$ cat config.mk
export PLATFORM = sky130hd
export DESIGN_NAME = masked_byte_signature_scanner_unit_flat
export DESIGN_NICKNAME = d
export VERILOG_FILES = /design/src/hdl/mbss_pkg.sv /design/src/hdl/mbss_if.sv /design/src/hdl/masked_byte_signature_scanner_unit.sv /design/src/hdl/mbss_cell.sv /design/src/flat_wrapper.sv
export SDC_FILE = /design/constraint.sdc
export NUM_CORES = 2
export LEC_CHECK = 0
export ABC_AREA = 1
export BUFFER_PORTS_ARGS = -buffer_cell sky130_fd_sc_hd__buf_2
export CAP_MARGIN = 20
export CORE_ASPECT_RATIO = 1.1
export CORE_MARGIN = 3
export CORE_UTILIZATION = 35
export DETAILED_ROUTE_END_ITERATION = 16
export PLACE_DENSITY_LB_ADDON = 0.12
export SYNTH_ARGS = -nofsm -noshare
export SYNTH_HDL_FRONTEND = slang
export SYNTH_SLANG_ARGS = --single-unit
$ cat constraint.sdc
create_clock -name clk -period 18.6 [get_ports clk]
set_input_delay 3.72 -clock clk [delete_from_list [all_inputs] [get_ports clk]]
set_output_delay 3.72 -clock clk [all_outputs]
set_load 0.03 [all_outputs]
$ cat src/hdl/mbss_pkg.sv
package mbss_pkg;

  localparam int BYTE_W    = 8;
  localparam int LEN_OUT_W = 8;

  // Operation codes carried on the op field
  localparam logic OP_LOAD = 1'b0;
  localparam logic OP_SCAN = 1'b1;

  // One pattern element as held in a cell
  typedef struct packed {
    logic [BYTE_W-1:0] pbyte;
    logic              wild;
    logic              first;
  } pat_elem_t;

  // Controls broadcast from the sequencer to every cell
  typedef struct packed {
    logic              shift;
    logic              clear;
    logic              scan;
    logic              restart;
    logic [BYTE_W-1:0] data_byte;
  } cell_ctrl_t;

endpackage

$ cat src/hdl/mbss_if.sv
interface mbss_req_if;
  import mbss_pkg::*;

  logic              valid;
  logic              ready;
  logic              op;
  logic [BYTE_W-1:0] data_byte;
  logic              wildcard_req;
  logic              restart;

  modport source (output valid, op, data_byte, wildcard_req, restart, input ready);
  modport sink   (input valid, op, data_byte, wildcard_req, restart, output ready);
endinterface

interface mbss_rsp_if;
  import mbss_pkg::*;

  logic                 valid;
  logic                 ready;
  logic                 match_end;
  logic [1:0]           hit_count;
  logic                 unique_hit;
  logic                 pattern_error;
  logic [LEN_OUT_W-1:0] pattern_length;

  modport source (output valid, match_end, hit_count, unique_hit, pattern_error,
                  pattern_length, input ready);
  modport sink   (input valid, match_end, hit_count, unique_hit, pattern_error,
                  pattern_length, output ready);
endinterface

$ cat src/hdl/masked_byte_signature_scanner_unit.sv
// Wildcard byte-signature scanner. Load transactions (op 0) append one pattern
// element, exact byte or wildcard; restart on a load clears the pattern, hit
// count and error flags first. Scan transactions (op 1) stream data bytes;
// restart on a scan opens a new section so no match crosses it. Every
// transaction returns one registered result in the cycle after acceptance, and a new
// transaction is taken every cycle while the result register is free or being
// drained. The pattern lives in a row of MAX_PATTERN cells: a load that does not
// overflow shifts the row by one cell, so the last stored element always sits in
// cell 0, and a scan extends each cell's partial match from its higher neighbour,
// so the full-match flag is read from cell 0 alone. No clearing pass is needed after
// reset.
module masked_byte_signature_scanner_unit #(
  parameter int MAX_PATTERN = 128
) (
  input  logic       clk,
  input  logic       rst,
  mbss_req_if.sink   req,
  mbss_rsp_if.source rsp
);
  import mbss_pkg::*;

  localparam int LEN_W = $clog2(MAX_PATTERN + 1);

  logic [LEN_W-1:0] len;
  logic [LEN_W-1:0] len_next;
  logic [LEN_W-1:0] len_base;
  logic [1:0]       hits;
  logic [1:0]       hits_next;
  logic             any_exact;
  logic             any_exact_next;
  logic             overflowed;
  logic             overflowed_next;
  logic             first_wild;
  logic             first_wild_next;
  logic             err_now;
  logic             err_next;
  logic             match_now;
  logic             accept;
  logic             is_load;
  logic             full;

  cell_ctrl_t ctrl;
  pat_elem_t  pat_chain [MAX_PATTERN+1];
  logic       pm_chain  [MAX_PATTERN+1];
  logic       pm_next_chain [MAX_PATTERN];

  assign accept  = req.valid && req.ready;
  assign is_load = (req.op == OP_LOAD);
  assign req.ready = !rsp.valid || rsp.ready;

  // Length seen by this load, after an optional restart
  assign len_base = (req.restart) ? '0 : len;
  assign full     = (len_base == LEN_W'(MAX_PATTERN));

  // Drive the broadcast controls
  always_comb begin
    ctrl.shift     = accept && is_load && !full;
    ctrl.clear     = accept && is_load;
    ctrl.scan      = accept && (req.op == OP_SCAN);
    ctrl.restart   = req.restart;
    ctrl.data_byte = req.data_byte;
  end

  // New element enters cell 0; the far end gets no partial match
  assign pat_chain[0].pbyte = req.data_byte;
  assign pat_chain[0].wild  = req.wildcard_req;
  assign pat_chain[0].first = (len_base == '0);
  assign pm_chain[MAX_PATTERN] = 1'b0;

  for (genvar c = 0; c < MAX_PATTERN; c++) begin : g_cell
    mbss_cell u_cell (
      .clk         (clk),
      .rst         (rst),
      .ctrl        (ctrl),
      .pat_in      (pat_chain[c]),
      .pm_in       (pm_chain[c+1]),
      .pat_out     (pat_chain[c+1]),
      .pm_out      (pm_chain[c]),
      .pm_next_out (pm_next_chain[c])
    );
  end

  assign err_now   = (len == '0) || !any_exact || first_wild || overflowed;
  assign match_now = ctrl.scan && !err_now && pm_next_chain[0];

  // Work out the next pattern and hit state
  always_comb begin
    len_next        = len;
    hits_next       = hits;
    any_exact_next  = any_exact;
    overflowed_next = overflowed;
    first_wild_next = first_wild;
    if (accept && is_load) begin
      len_next = len_base;
      if (req.restart) begin
        hits_next       = 2'd0;
        any_exact_next  = 1'b0;
        overflowed_next = 1'b0;
      end
      if (full) begin
        overflowed_next = 1'b1;
      end else begin
        len_next = len_base + LEN_W'(1);
        if (!req.wildcard_req) begin
          any_exact_next = 1'b1;
        end
        if (len_base == '0) begin
          first_wild_next = req.wildcard_req;
        end
      end
    end else if (match_now && (hits != 2'd2)) begin
      hits_next = hits + 2'd1;
    end
  end

  assign err_next = (len_next == '0) || !any_exact_next || first_wild_next ||
                    overflowed_next;

  always_ff @(posedge clk) begin
    if (rst) begin
      len        <= '0;
      hits       <= 2'd0;
      any_exact  <= 1'b0;
      overflowed <= 1'b0;
      first_wild <= 1'b0;
    end else begin
      len        <= len_next;
      hits       <= hits_next;
      any_exact  <= any_exact_next;
      overflowed <= overflowed_next;
      first_wild <= first_wild_next;
    end
  end

  // Hold the result until the sink takes it
  always_ff @(posedge clk) begin
    if (rst) begin
      rsp.valid <= 1'b0;
    end else if (accept) begin
      rsp.valid <= 1'b1;
    end else if (rsp.ready) begin
      rsp.valid <= 1'b0;
    end
  end

  always_ff @(posedge clk) begin
    if (accept) begin
      rsp.match_end      <= match_now;
      rsp.hit_count      <= hits_next;
      rsp.unique_hit     <= (hits_next == 2'd1);
      rsp.pattern_error  <= err_next;
      rsp.pattern_length <= LEN_OUT_W'(len_next);
    end
  end

endmodule

$ cat src/hdl/mbss_cell.sv
module mbss_cell (
  input  logic                clk,
  input  logic                rst,
  input  mbss_pkg::cell_ctrl_t ctrl,
  input  mbss_pkg::pat_elem_t  pat_in,
  input  logic                pm_in,
  output mbss_pkg::pat_elem_t  pat_out,
  output logic                pm_out,
  output logic                pm_next_out
);
  import mbss_pkg::*;

  pat_elem_t pat;
  logic      pm;
  logic      pm_next;
  logic      elem_hit;

  // Compare the broadcast byte against the held element
  assign elem_hit = pat.wild || (pat.pbyte == ctrl.data_byte);

  // Extend the partial match from the neighbour holding the previous element
  always_comb begin
    pm_next = pm;
    if (ctrl.clear) begin
      pm_next = 1'b0;
    end else if (ctrl.scan) begin
      pm_next = elem_hit && (pat.first || (!ctrl.restart && pm_in));
    end
  end

  // Shift the pattern along the row on a load
  always_ff @(posedge clk) begin
    if (ctrl.shift) begin
      pat <= pat_in;
    end
  end

  always_ff @(posedge clk) begin
    if (rst) begin
      pm <= 1'b0;
    end else begin
      pm <= pm_next;
    end
  end

  assign pat_out     = pat;
  assign pm_out      = pm;
  assign pm_next_out = pm_next;

endmodule
$ cat src/flat_wrapper.sv
// flat-port wrapper written by rule: the top's interface ports become plain ports
module masked_byte_signature_scanner_unit_flat import mbss_pkg::*;
#(
  parameter int MAX_PATTERN = 128
)
  (clk, rst, req_valid, req_op, req_data_byte, req_wildcard_req, req_restart, req_ready, rsp_valid, rsp_match_end, rsp_hit_count, rsp_unique_hit, rsp_pattern_error, rsp_pattern_length, rsp_ready);
  mbss_req_if req_i ();
  mbss_rsp_if rsp_i ();
  input  logic clk;
  input  logic rst;
  input wire logic [$bits(req_i.valid)-1:0] req_valid;
  input wire logic [$bits(req_i.op)-1:0] req_op;
  input wire logic [$bits(req_i.data_byte)-1:0] req_data_byte;
  input wire logic [$bits(req_i.wildcard_req)-1:0] req_wildcard_req;
  input wire logic [$bits(req_i.restart)-1:0] req_restart;
  output wire logic [$bits(req_i.ready)-1:0] req_ready;
  output wire logic [$bits(rsp_i.valid)-1:0] rsp_valid;
  output wire logic [$bits(rsp_i.match_end)-1:0] rsp_match_end;
  output wire logic [$bits(rsp_i.hit_count)-1:0] rsp_hit_count;
  output wire logic [$bits(rsp_i.unique_hit)-1:0] rsp_unique_hit;
  output wire logic [$bits(rsp_i.pattern_error)-1:0] rsp_pattern_error;
  output wire logic [$bits(rsp_i.pattern_length)-1:0] rsp_pattern_length;
  input wire logic [$bits(rsp_i.ready)-1:0] rsp_ready;
  assign req_i.valid = req_valid;
  assign req_i.op = req_op;
  assign req_i.data_byte = req_data_byte;
  assign req_i.wildcard_req = req_wildcard_req;
  assign req_i.restart = req_restart;
  assign req_ready = req_i.ready;
  assign rsp_valid = rsp_i.valid;
  assign rsp_match_end = rsp_i.match_end;
  assign rsp_hit_count = rsp_i.hit_count;
  assign rsp_unique_hit = rsp_i.unique_hit;
  assign rsp_pattern_error = rsp_i.pattern_error;
  assign rsp_pattern_length = rsp_i.pattern_length;
  assign rsp_i.ready = rsp_ready;
  masked_byte_signature_scanner_unit #(.MAX_PATTERN(MAX_PATTERN)) u_core (.clk(clk), .rst(rst), .req(req_i), .rsp(rsp_i));
endmodule
## After elaboration in Yosys (flattened, before gate mapping)

Index checks and enable logic that the tools add are counted.

- Register bits: 1,435
- Bits of input ports: 15
- Word-level logic and storage cells: 1,212
- Output and inout bits: 15

- Reduce and logical (&&, ||, !) cells: 535
- Add/sub/neg operators: 2
- Bitwise gates (word level): 1
- Multiplexer cells: 20
- Equal/unequal tests: 131

Operator list:

| kind | number |
|---|---|
| $eq A8 B8 Y1 | 128 |
| $logic_and A1 B1 Y1 | 262 |
| $logic_or A1 B1 Y1 | 262 |
| $logic_not A8 Y1 | 3 |
| $mux W8 | 3 |
| $mux W1 | 14 |
| $add A8 B1 Y8 const B | 1 |
| $eq A8 B8 Y1 const B | 1 |
| $logic_not A1 Y1 | 6 |
| $mux W2 | 3 |
| $add A2 B1 Y2 const B | 1 |
| $eq A2 B1 Y1 const B | 1 |
| $ne A2 B2 Y1 const B | 1 |
| $reduce_bool A2 Y1 | 1 |
| $reduce_or A2 Y1 | 1 |
| $not A1 Y1 | 1 |

## Depth between registers and ports, before layout

- Word-level depth: 11
- Gate-level depth with buffers: 14
- Mapped depth without buffers: 14

## By module

Synthesis repeated with hierarchy kept, for this count alone.

- Cell total of the unflattened synthesis: 7,225
- Area, all modules: 67,946.4 µm²

By module, submodules not included:

| module | cells each | area each (µm²) | instances | sequential area each (µm²) |
|---|---|---|---|---|
| mbss_cell | 55 | 519.2 | 128 | 320.3 |
| masked_byte_signature_scanner_unit | 185 | 1,482.7 | 1 | 670.6 |

## Least setup slack after synthesis

No wires, ideal clock.

- Path type: input -> register
- Start point: input rsp_ready
- End point: register u_core.g_cell[0].u_cell.pat (netlist bit u_core.g_cell[0].u_cell.pat_out[0]) (enable)
- Path buffers: 1
- Stages on the path: 7
- Arrival: 17.886 ns
- Library setup time: 1.049 ns
- Path slack: -0.334 ns
- Required time: 17.551 ns
- Cell sequence: inv_1 > nand2_2 > nand2_2 > nor2_1 > buf_2 > nand2_2 > inv_2

RTL lines:

| item | line | text |
|---|---|---|
| from (decl) | flat_wrapper.sv:23 | `input wire logic [$bits(rsp_i.ready)-1:0] rsp_ready;` |
| to (signal assigned) | mbss_cell.sv:34 | `pat <= pat_in;` |
| to (decl) | mbss_cell.sv:13 | `pat_elem_t pat;` |

==> summary.txt <==
Yosys
  • Mean post-synth cell area: roughly 15 um2
  • Mapped Cells: ~3800
  • Post-synthesis sequential area ratio: 0.727
  • Post-synth EDFFs: 1293
  • Post-Syn Area: 0.0573 mm2
  • Synthesis-stage register bit count: ~1400
  • Top cells by count, synth: 1293 x edfxtp_1, 1015 x xnor2_1, 274 x nor2_1
  • Main area contributors after synthesis: edfxtp_1 68%, xnor2_1 16%, dfxtp_1 5.0%
  • Synthesized Nets: approximately 3800
  • Post-synth cell types: 27
  • Most frequent cell after synthesis: edfxtp_1
  • Async S/R FF share, synth: 0
  • Synth area leader: edfxtp_1
  • Most used DFF post-synth: edfxtp_1
  • Share of the synthesized area in the top cell type: 0.677
  • Yosys warns: 0

Floorplan
  • Die Width: 392 um
  • Row Count: 155
  • Initial Utilization: 0.353
  • Die ar.: ~0.17 mm2
  • Die Y: around 430 um
  • Core Area: 0.163 mm2
  • I/O Pins: 30

Clocking
  • Bufs on Longest Clock Path: 3
  • Post-CTS sizing: 0
  • # hold bufs at CTS: 0
  • H-tree levels: 4
  • Clk sinks: 1435
  • Worst-path clk slew: roughly 0.06 ns
  • CTS tree: built
  • Clock root cell: clkbuf_16
  • TritonCTS Buffers: 159
  • Setup Buffers After CTS: 0
  • Clk Latency, worst-skew pair: about 0.78 ns

Worst setup path
  • CP delay by family, top: buffers and inverters
  • Worst R2R End: u_core.g_cell[60].u_cell.pat_out[2]
  • Crit. End Element: flip-flop
  • R2R setup slack: 13.24 ns
  • CP max-delay cell: buf_4
  • Worst path bufs/invs: 6
  • Crit path cell chain: buf_2 -> inv_1 -> nand2_2 -> nand2_2 -> nor2_1 -> nand2_2 -> inv_16 -> buf_4 -> buf_4 -> buf_4
  • Startpoint Class: primary input
  • Critical path class: in2reg
  • Reg-to-Reg Start: u_core.rsp.valid
  • Worst-path fanout max: roughly 180
  • Max stage delay on crit path: 0.84 ns
  • Cells on worst reg2reg path: 8
  • Arrival time worst endpoint: 8.47 ns
  • CP required: around 19 ns

Route
  • DRT antenna net count: 0
  • DRC errors left: 0
  • Drt pass-1 iters: 5
  • Routed vias/inst: slightly below 5
  • Vias: 29300
  • WL/cell: 19.2 um
  • Routed Wire Length: 117 mm
  • Iter 0 DRT Violations: 1877

STA
  • Final setup TNS: 0 ns
  • Actual slew at the worst max-slew pin: between 1 and 1.5 ns
  • Worst relative slew slack: 0.162
  • Final Hold Viols: 0
  • Final Skew: 0.0304 ns
  • Max Freq: 124 MHz
  • Endpoints failing setup: 0
  • Tmin final: 8.10 ns
  • RSZ-0062 raised after global routing: false
  • Fin. max-slew vios: 0
  • Crit share post-route: 0.435
  • Min setup slack post-route: 10.50 ns

Place
  • GPL Wtd Cong: 0.735
  • Buffers on Ports: 29
  • Setup Slack @ Placement: ~9.8 ns
  • Dpl hpwl: 63.9 mm

Min path
  • Hold EP: u_core.g_cell[33].u_cell.pat_out[0]
  • HP Start: u_core.g_cell[32].u_cell.pat_out[0]
  • Hold Crit Class: reg2reg
  • Hold Crit Depth: 0

Power
  • Pleak: 0.0201 uW
  • Internal power: between 5000 and 6000 uW
  • Max rail drop VDD: 0.0889 mV
  • Sequential share of power: 0.511
  • Clock network power share: 0.433
  • Sw power: 1620 uW
  • Switching Share: 0.220
  • P per Cell Area: 113 mW/mm2
  • Comb pwr share: 0.056

GRT
  • Vias in the first global route: 30600
  • Largest net degree at the start of global routing: 185
  • Wire length of the first global-routing pass: 183 mm
  • Initial antenna violation count: 3
  • Gr usage total: 0.139
  • Total grt overflow: 0

Cells and area
  • Share of post-route cells with drive strength above 1: 0.0775
  • Fin nets: 3874
  • Synthesis-to-finish area growth: 13.3%
  • Util after Layout: 0.400
  • Fillers: 15000

Status
  • Status: complete, no violations

Job
  • Max Cap Viol: 0
worst max path at each step:
stage	from	end	slack [ns]	cells after the start
after global routing	rsp_ready	u_core.g_cell[67].u_cell.pat_out[4]	10.21	10
after detailed placement	rsp_ready	u_core.g_cell[67].u_cell.pat_out[9]	9.76	10
after CTS	rsp_ready	u_core.g_cell[67].u_cell.pat_out[4]	10.61	10
after global placement	rsp_ready	u_core.g_cell[67].u_cell.pat_out[4]	9.87	10
final	rsp_ready	u_core.g_cell[60].u_cell.pat_out[2]	10.50	10
after floorplan	rsp_ready	u_core.rsp.pattern_error	5.35	12
through the flow:
stage | hold WS (ns) | total power (uW) | instances | area [um2]
4_1_cts | 0.422 | 7490 | 6107 | 64900
6_report | 0.425 | 7360 | 6108 | 64900
5_1_grt | 0.448 | 7650 | 6108 | 64900
3_5_place_dp | 0.435 | 4250 | 5815 | 59600
2_1_floorplan | 0.426 | 4170 | 3807 | 57300
3_3_place_gp | 0.430 | 4250 | 5815 | 59600
power groups by stage:
stage	combinational [uW]	clock, uW	sequential [uW]
after CTS	427	3300	3760
after floorplan	325	0	3840
after global placement	425	0	3830
final	414	3180	3760
after detailed placement	426	0	3820
after global routing	463	3410	3780
routing by layer:
| layer | GRT usage | vias to the layer above | wire length (um) |
|---|---|---|---|
| met1 | 0.192 | 15000 | 55400 |
| met4 | 0.0397 | 0 | 2220 |
| li1 | - | 13800 | - |
| met2 | 0.224 | 409 | 55700 |
| met5 | 0 | - | 0 |
| met3 | 0.0254 | 154 | 3940 |
registers in the layout (all words and copies together), names as in the netlist:
name and flops:
u_core.any_exact 1, u_core.rsp.valid 1, u_core.rsp.match_end 1, u_core.rsp.hit_count 2, u_core.rsp.pattern_length 8, u_core.g_cell.u_cell.pm_out 128, u_core.overflowed 1, u_core.rsp.unique_hit 1
u_core.first_wild 1, u_core.rsp.pattern_error 1, u_core.len 8, u_core.g_cell.u_cell.pat_out 1280, u_core.hits 2
logic make-up (layout without fill, tap and decap cells):
logic type	count (synthesis)	count (layout)	share of synthesized area
buffers and inverters	335	516	0.0261
AO/OA/AOI/OAI	397	397	0.0375
flip-flops	1435	1435	0.727
adder cells (fa/ha/maj)	2	2	0.000436
multiplexers	1	1	0.000175
other	0	1	0
AND/OR/NAND/NOR	611	611	0.0521
XOR/XNOR	1026	1026	0.157
area by class of cell:
type	count	area (um2)	share of cell area
Multi-Input combinational cell	2037	14200	0.218
Timing Repair Buffer	57	507	0.00780
Antenna cell	1	2.50	0.0000385
Sequential cell	1435	41700	0.642
Tap cell	2119	2650	0.0408
Clock inverter	70	718	0.0111
Inverter	167	651	0.0100
Clock buffer	222	4590	0.0706
cell usage in the layout (no fill, tap or decap), types with 17 or more instances in the layout:
cell type,netlist,layout
clkinv_2,0,30
nor2_1,274,274
clkbuf_16,0,167
clkinv_1,0,17
nand2_1,55,55
xnor2_1,1015,1015
dfxtp_1,142,142
buf_2,87,20
edfxtp_1,1293,1293
inv_1,162,161
clkbuf_8,0,28
nand4_1,258,258
buf_4,32,22
a21oi_1,136,136
clkbuf_1,41,35
o21ai_0,128,128
o22ai_1,127,127
Power figures use the tool's default switching activity.
